$ cat config.mk
export PLATFORM = sky130hd
export DESIGN_NAME = smnr_datapath
export DESIGN_NICKNAME = d
export VERILOG_FILES = /design/src/sv/smnr_pkg.sv /design/src/sv/smnr_datapath.sv
export SDC_FILE = /design/constraint.sdc
export NUM_CORES = 2
export LEC_CHECK = 0
export BUFFER_PORTS_ARGS = -buffer_cell sky130_fd_sc_hd__buf_2
export CORE_MARGIN = 5
export CORE_UTILIZATION = 36
export CTS_CLUSTER_DIAMETER = 60
export CTS_CLUSTER_SIZE = 30
export DETAILED_ROUTE_END_ITERATION = 10
export GPL_TIMING_DRIVEN = 0
export PLACE_DENSITY = 0.55
export SLEW_MARGIN = 20
export SYNTH_ARGS = -nofsm -noshare
export SYNTH_HDL_FRONTEND = slang
export SYNTH_SLANG_ARGS = --single-unit
$ cat constraint.sdc
create_clock -name aclk -period 19.1 [get_ports aclk]
set_clock_uncertainty 0.15 [all_clocks]
set_input_delay 3.82 -clock aclk [delete_from_list [all_inputs] [get_ports aclk]]
set_output_delay 3.82 -clock aclk [all_outputs]
set_load 0.1 [all_outputs]
$ cat src/sv/smnr_pkg.sv
// ============================================================================
// smnr_pkg
// Shared types, constants and helpers for the shell-model nonlinear
// right-hand side block.
// ============================================================================
package smnr_pkg;

    localparam int DATA_W        = 32;
    localparam int IDX_W         = 6;
    localparam int SEEN_W        = 7;
    localparam int PROD_W        = 64;
    localparam int SAT_W         = 66;
    localparam int ACC_W         = 34;
    localparam int MAX_SHELLS    = 64;
    localparam int VEL_FRAC_BITS = 16;
    localparam int K_FRAC_BITS   = 8;

    // Configuration register indexes.
    localparam logic [1:0] REG_COEF_A2       = 2'd0;
    localparam logic [1:0] REG_COEF_A3       = 2'd1;
    localparam logic [1:0] REG_ROTATION_RATE = 2'd2;

    localparam logic signed [DATA_W-1:0] COEF_A2_RST       = -32'sd98304;
    localparam logic signed [DATA_W-1:0] COEF_A3_RST       = 32'sd32768;
    localparam logic signed [DATA_W-1:0] ROTATION_RATE_RST = 32'sd0;

    // Which term of the right-hand side the shared unit is working on.
    typedef enum logic [1:0] {
        TERM_T1  = 2'd0,
        TERM_T2  = 2'd1,
        TERM_T3  = 2'd2,
        TERM_COR = 2'd3
    } term_t;

    // Multiply steps within one term. The Coriolis term uses only the first
    // two: rate times imaginary part, then rate times real part.
    typedef enum logic [2:0] {
        STEP_RR  = 3'd0,
        STEP_II  = 3'd1,
        STEP_RI  = 3'd2,
        STEP_IR  = 3'd3,
        STEP_KRE = 3'd4,
        STEP_KIM = 3'd5,
        STEP_SRE = 3'd6,
        STEP_SIM = 3'd7
    } step_t;

    typedef struct packed {
        logic  valid;
        term_t term;
        step_t step;
    } uop_t;

    // Saturate a wide signed value to the 32-bit result range.
    function automatic logic signed [DATA_W-1:0] sat32(input logic signed [SAT_W-1:0] v);
        logic signed [SAT_W-1:0] hi;
        logic signed [SAT_W-1:0] lo;
        hi = 66'sd2147483647;
        lo = -66'sd2147483648;
        if (v > hi) begin
            return hi[DATA_W-1:0];
        end else if (v < lo) begin
            return lo[DATA_W-1:0];
        end
        return v[DATA_W-1:0];
    endfunction

endpackage

$ cat src/sv/smnr_datapath.sv
// ============================================================================
// smnr_datapath
// Shared multiply-add unit with the rounding, saturation and accumulation
// that follow it; one multiplication issues per cycle and finishes the next.
// ============================================================================
module smnr_datapath #(
    parameter int VEL_FRAC_BITS = smnr_pkg::VEL_FRAC_BITS
) (
    input  logic                                 aclk,
    input  logic                                 aresetn,
    input  smnr_pkg::uop_t                       issue_op,
    input  logic                                 acc_clear,
    input  logic signed [smnr_pkg::DATA_W-1:0]   a_re,
    input  logic signed [smnr_pkg::DATA_W-1:0]   a_im,
    input  logic signed [smnr_pkg::DATA_W-1:0]   b_re,
    input  logic signed [smnr_pkg::DATA_W-1:0]   b_im,
    input  logic        [smnr_pkg::DATA_W-1:0]   kval,
    input  logic signed [smnr_pkg::DATA_W-1:0]   coef,
    input  logic signed [smnr_pkg::DATA_W-1:0]   omega,
    input  logic signed [smnr_pkg::DATA_W-1:0]   ctr_re,
    input  logic signed [smnr_pkg::DATA_W-1:0]   ctr_im,
    output logic signed [smnr_pkg::DATA_W-1:0]   res_re,
    output logic signed [smnr_pkg::DATA_W-1:0]   res_im
);

    localparam int DW = smnr_pkg::DATA_W;
    localparam int PW = smnr_pkg::PROD_W;
    localparam int SW = smnr_pkg::SAT_W;
    localparam int AW = smnr_pkg::ACC_W;
    localparam int KF = smnr_pkg::K_FRAC_BITS;
    localparam int QW = PW - VEL_FRAC_BITS;
    localparam int KW = PW - KF;
    localparam logic [PW-1:0] HALF_Q = PW'(1) << (VEL_FRAC_BITS - 1);
    localparam logic [PW-1:0] HALF_K = PW'(1) << (KF - 1);

    logic signed [DW:0]     opa;
    logic signed [DW:0]     opb;
    logic                   kshift;
    logic signed [2*DW+1:0] prod_full;
    logic        [PW-1:0]   prod_next;
    logic        [PW-1:0]   prod_reg;
    smnr_pkg::uop_t         fop_reg;

    logic signed [QW-1:0]   rq;
    logic signed [KW-1:0]   rk;
    logic signed [DW-1:0]   kprod;

    logic signed [QW-1:0]   x_reg, x_next;
    logic signed [DW-1:0]   c_re_reg, c_re_next;
    logic signed [DW-1:0]   c_im_reg, c_im_next;
    logic signed [DW-1:0]   r_re_reg, r_re_next;
    logic signed [DW-1:0]   r_im_reg, r_im_next;
    logic signed [AW-1:0]   nre_reg, nre_next;
    logic signed [AW-1:0]   nim_reg, nim_next;
    logic signed [DW-1:0]   res_re_reg, res_re_next;
    logic signed [DW-1:0]   res_im_reg, res_im_next;

    // Operand selection for the multiplication issued this cycle.
    always_comb begin
        opa    = (DW+1)'(a_re);
        opb    = (DW+1)'(b_re);
        kshift = 1'b0;
        case (issue_op.step)
            smnr_pkg::STEP_RR: begin
                if (issue_op.term == smnr_pkg::TERM_COR) begin
                    opa = (DW+1)'(omega);
                    opb = (DW+1)'(ctr_im);
                end else begin
                    opa = (DW+1)'(a_re);
                    opb = (DW+1)'(b_re);
                end
            end
            smnr_pkg::STEP_II: begin
                if (issue_op.term == smnr_pkg::TERM_COR) begin
                    opa = (DW+1)'(omega);
                    opb = (DW+1)'(ctr_re);
                end else begin
                    opa = (DW+1)'(a_im);
                    opb = (DW+1)'(b_im);
                end
            end
            smnr_pkg::STEP_RI: begin
                opa = (DW+1)'(a_re);
                opb = (DW+1)'(b_im);
            end
            smnr_pkg::STEP_IR: begin
                opa = (DW+1)'(a_im);
                opb = (DW+1)'(b_re);
            end
            smnr_pkg::STEP_KRE: begin
                opa    = (DW+1)'(c_re_reg);
                opb    = $signed({1'b0, kval});
                kshift = 1'b1;
            end
            smnr_pkg::STEP_KIM: begin
                opa    = (DW+1)'(c_im_reg);
                opb    = $signed({1'b0, kval});
                kshift = 1'b1;
            end
            smnr_pkg::STEP_SRE: begin
                opa = (DW+1)'(coef);
                opb = (DW+1)'(r_re_reg);
            end
            smnr_pkg::STEP_SIM: begin
                opa = (DW+1)'(coef);
                opb = (DW+1)'(r_im_reg);
            end
            default: begin
                opa = (DW+1)'(a_re);
                opb = (DW+1)'(b_re);
            end
        endcase
    end

    // The rounding half is added with the product; every product fits in
    // 64 signed bits, so the upper bits of the full product are dropped.
    assign prod_full = opa * opb;
    assign prod_next = prod_full[PW-1:0] + (kshift ? HALF_K : HALF_Q);

    always_ff @(posedge aclk) begin
        if (!aresetn) begin
            fop_reg <= '0;
        end else begin
            fop_reg <= issue_op;
        end
        if (issue_op.valid) begin
            prod_reg <= prod_next;
        end
    end

    assign rq    = prod_reg[PW-1:VEL_FRAC_BITS];
    assign rk    = prod_reg[PW-1:KF];
    assign kprod = smnr_pkg::sat32(SW'(rk));

    // Finish of the multiplication issued in the previous cycle.
    always_comb begin
        x_next      = x_reg;
        c_re_next   = c_re_reg;
        c_im_next   = c_im_reg;
        r_re_next   = r_re_reg;
        r_im_next   = r_im_reg;
        nre_next    = nre_reg;
        nim_next    = nim_reg;
        res_re_next = res_re_reg;
        res_im_next = res_im_reg;
        if (fop_reg.valid) begin
            case (fop_reg.step)
                smnr_pkg::STEP_RR: begin
                    if (fop_reg.term == smnr_pkg::TERM_COR) begin
                        res_re_next = smnr_pkg::sat32(SW'(nim_reg) + SW'(rq));
                    end else begin
                        x_next = rq;
                    end
                end
                smnr_pkg::STEP_II: begin
                    if (fop_reg.term == smnr_pkg::TERM_COR) begin
                        res_im_next = smnr_pkg::sat32(-SW'(nre_reg) - SW'(rq));
                    end else begin
                        c_re_next = smnr_pkg::sat32(SW'(x_reg) - SW'(rq));
                    end
                end
                smnr_pkg::STEP_RI: begin
                    x_next = rq;
                end
                smnr_pkg::STEP_IR: begin
                    c_im_next = smnr_pkg::sat32(-(SW'(x_reg) + SW'(rq)));
                end
                smnr_pkg::STEP_KRE: begin
                    if (fop_reg.term == smnr_pkg::TERM_T1) begin
                        nre_next = nre_reg + AW'(kprod);
                    end else begin
                        r_re_next = kprod;
                    end
                end
                smnr_pkg::STEP_KIM: begin
                    if (fop_reg.term == smnr_pkg::TERM_T1) begin
                        nim_next = nim_reg + AW'(kprod);
                    end else begin
                        r_im_next = kprod;
                    end
                end
                smnr_pkg::STEP_SRE: begin
                    nre_next = nre_reg + AW'(smnr_pkg::sat32(SW'(rq)));
                end
                smnr_pkg::STEP_SIM: begin
                    nim_next = nim_reg + AW'(smnr_pkg::sat32(SW'(rq)));
                end
                default: begin
                    x_next = x_reg;
                end
            endcase
        end
        if (acc_clear) begin
            nre_next = '0;
            nim_next = '0;
        end
    end

    always_ff @(posedge aclk) begin
        if (!aresetn) begin
            nre_reg <= '0;
            nim_reg <= '0;
        end else begin
            nre_reg <= nre_next;
            nim_reg <= nim_next;
        end
        x_reg      <= x_next;
        c_re_reg   <= c_re_next;
        c_im_reg   <= c_im_next;
        r_re_reg   <= r_re_next;
        r_im_reg   <= r_im_next;
        res_re_reg <= res_re_next;
        res_im_reg <= res_im_next;
    end

    assign res_re = res_re_reg;
    assign res_im = res_im_reg;

endmodule

==> run metrics <==
CP required=just under 20 ns; Main synth FF type=edfxtp_1; slowest CP cell=o31a_1; R2R Path Start=r_re_reg[31]$_DFFE_PP_; Layout area overhead=12.1%; fmax=between 50 and 60 MHz; Routed WL per cell=just over 30 um; setup TNS=0 ns; Hold Path Cell Cnt=2; Synth Area in Adders=0.416; outcome=completed; peak fanout along the critical path=10; number of global-route vias before repair=~64000; Setup WS post-layout=~1.7 ns; Worst Setup Path Type=in -> reg; CTS tree=yes; post-layout util=0.405; Core ar.=around 190000 sq um; Setup crit start kind=input pin; worst-case clock buffer depth=3; Compound-Gate Fraction of Synth Area=0.140; fin cells=between 10000 and 15000; main combinational cell family by area after synthesis=adder cells; number of flip-flops under the largest register name=56; worst slew pin tran=about 1.4 ns; DRC=0; multiplexer share of the synthesized area=0.0269; Buffers on Ports=between 300 and 400; Rows=162; Initial Util=0.361; MaxCap Viol Count=0; RSZ-0062 raised after global routing=false; final slew viol count=0; Die X=approximately 450 um; fill cell count=around 20000; share of layout cells above drive strength 1=0.0823; path depth of the worst reg2reg path=30; Hold Path Sink=nre_reg[24]$_SDFFE_PP0P_; Reg clk slew, reported paths=0.07 ns; CTS root buf=clkbuf_16; Placer Congestion=1.05; Mean Syn Cell Area=slightly below 9 sq um; reg2reg end=prod_reg[60]$_DFFE_PP_; initial antenna violation count=22; crit-path max cell delay=0.96 ns; pre-CTS WS=about 1.3 ns; Syn Inst Count=between 8000 and 9000; first-pass GRT wire length=482 mm; Setup violations, final=0; worst reg-to-reg setup slack=7.29 ns; normalized max-slew margin=0.0938; GR Util All Layers=0.333; # hold bufs at CTS=0; largest net degree at the start of global routing=34; Vias=63700; post-DP HPWL=~300 mm; min cycle time layout=about 17 ns; Die ar.=between 200000 and 250000 sq um; Overflow after GRT=0; Final Cycle Share=0.913; most frequent cells in the layout=inv_1 (1489), fa_1 (1111), nand2_1 (938); Skew-Pair Late Insertion Delay=around 0.75 ns; critical path arrival=around 18 ns; Post-Syn Area=roughly 70000 sq um; num ports=361; Clock Sinks=between 300 and 400; post-synthesis cell type count=100; Post-CTS Resized=0; htree depth=2; Worst path most repeated cell=fa_1; type of the worst min-delay path=reg -> reg; postcts setup bufs=0; post-synthesis sequential area ratio=0.147; ys async rst share=0; HP Start=nre_reg[24]$_SDFFE_PP0P_; Die Span Y=~450 um; simple-gate area share of the yosys netlist=0.137; synthesized flop and latch total=370; Syn. warnings=0; Post-Route WL=around 340 mm; CP endpoint kind=flip-flop; most common cell after layout, fill and taps aside=inv_1; fin nets=~11000; syn nets=10000; Final Hold Viols=0; Inserted Clock Buffers=58; post-route ant nets=0; post-synthesis xor/xnor area fraction=0.0338; TritonRoute pass-1 iters=6; Vias per Instance=5.71; drt initial violations=a little under 7000; placed insts=11000; Post-synth EDFFs=just under 300
==> area by class of cell <==
type	count	area, sq um	area share
Multi-Input combinational cell	5844	53400	0.677
Sequential cell	370	10400	0.132
Inverter	1492	5600	0.0710
Tap cell	2542	3180	0.0403
Timing Repair Buffer	436	2790	0.0354
Clock buffer	61	1460	0.0186
Buffer	359	1400	0.0178
Clock inverter	48	612	0.00776
Antenna cell	17	42.5	0.000540
==> Yosys cell counts, drive strengths merged (89+ instances only) <==
master	n	area [sq um]
a21o	154	1160
a21oi	481	2410
and2	89	557
clkbuf	318	1200
edfxtp	296	8890
fa	1112	22300
ha	560	7010
inv	1489	5590
mux2i	169	1690
nand2	938	3520
nand3	94	470
nor2	670	2510
o21ai	330	1660
xnor2	185	1620
==> cells by family (layout without fill, tap and decap cells) <==
kind of cell | count (synthesis) | after routing
AO/OA/AOI/OAI | 1532 | 1532
XOR/XNOR | 271 | 271
other | 0 | 17
AND/OR/NAND/NOR | 2187 | 2187
buffers and inverters | 1851 | 2396
flip-flops | 370 | 370
adder cells (fa/ha/maj) | 1672 | 1672
multiplexers | 182 | 182
==> worst max-delay path, delay by kind of cell <==
family	cells	cell delay, ns
simple gates	6	1.63
fa+ha+maj	9	4.57
compound gates	8	2.79
xor+xnor	1	0.41
buf+inv	12	4.43
==> through the flow <==
step | area [sq um] | hold WS, ns
finish | 78800 | 0.330
global route | 78800 | 0.355
CTS | 78800 | 0.331
detailed placement | 76700 | 0.321
global placement | 75300 | 0.317
floorplan | 70300 | 0.299
==> worst max-delay path by stage <==
stage | startpoint | endpoint | slack, ns | cells after the start
floorplan | issue_op[0] | prod_reg[61]$_DFFE_PP_ | 5.20 | 33
global placement | issue_op[0] | prod_reg[47]$_DFFE_PP_ | -0.56 | 35
detailed placement | issue_op[3] | prod_reg[47]$_DFFE_PP_ | 1.27 | 36
CTS | issue_op[3] | prod_reg[47]$_DFFE_PP_ | 1.95 | 36
global route | issue_op[0] | prod_reg[47]$_DFFE_PP_ | 1.60 | 36
finish | issue_op[0] | prod_reg[47]$_DFFE_PP_ | 1.67 | 36
==> per-layer routing <==
metal,share of wire,track usage,vias to the layer above
li1,-,-,27200
met1,0.39,0.425,32300
met2,0.41,0.487,3350
met3,0.094,0.0764,884
met4,0.10,0.259,10
met5,0.00020,0,-
Power is left out: the tool's default activity adds up to more than one toggle a clock period on the data nets, which glitch-free logic cannot reach.
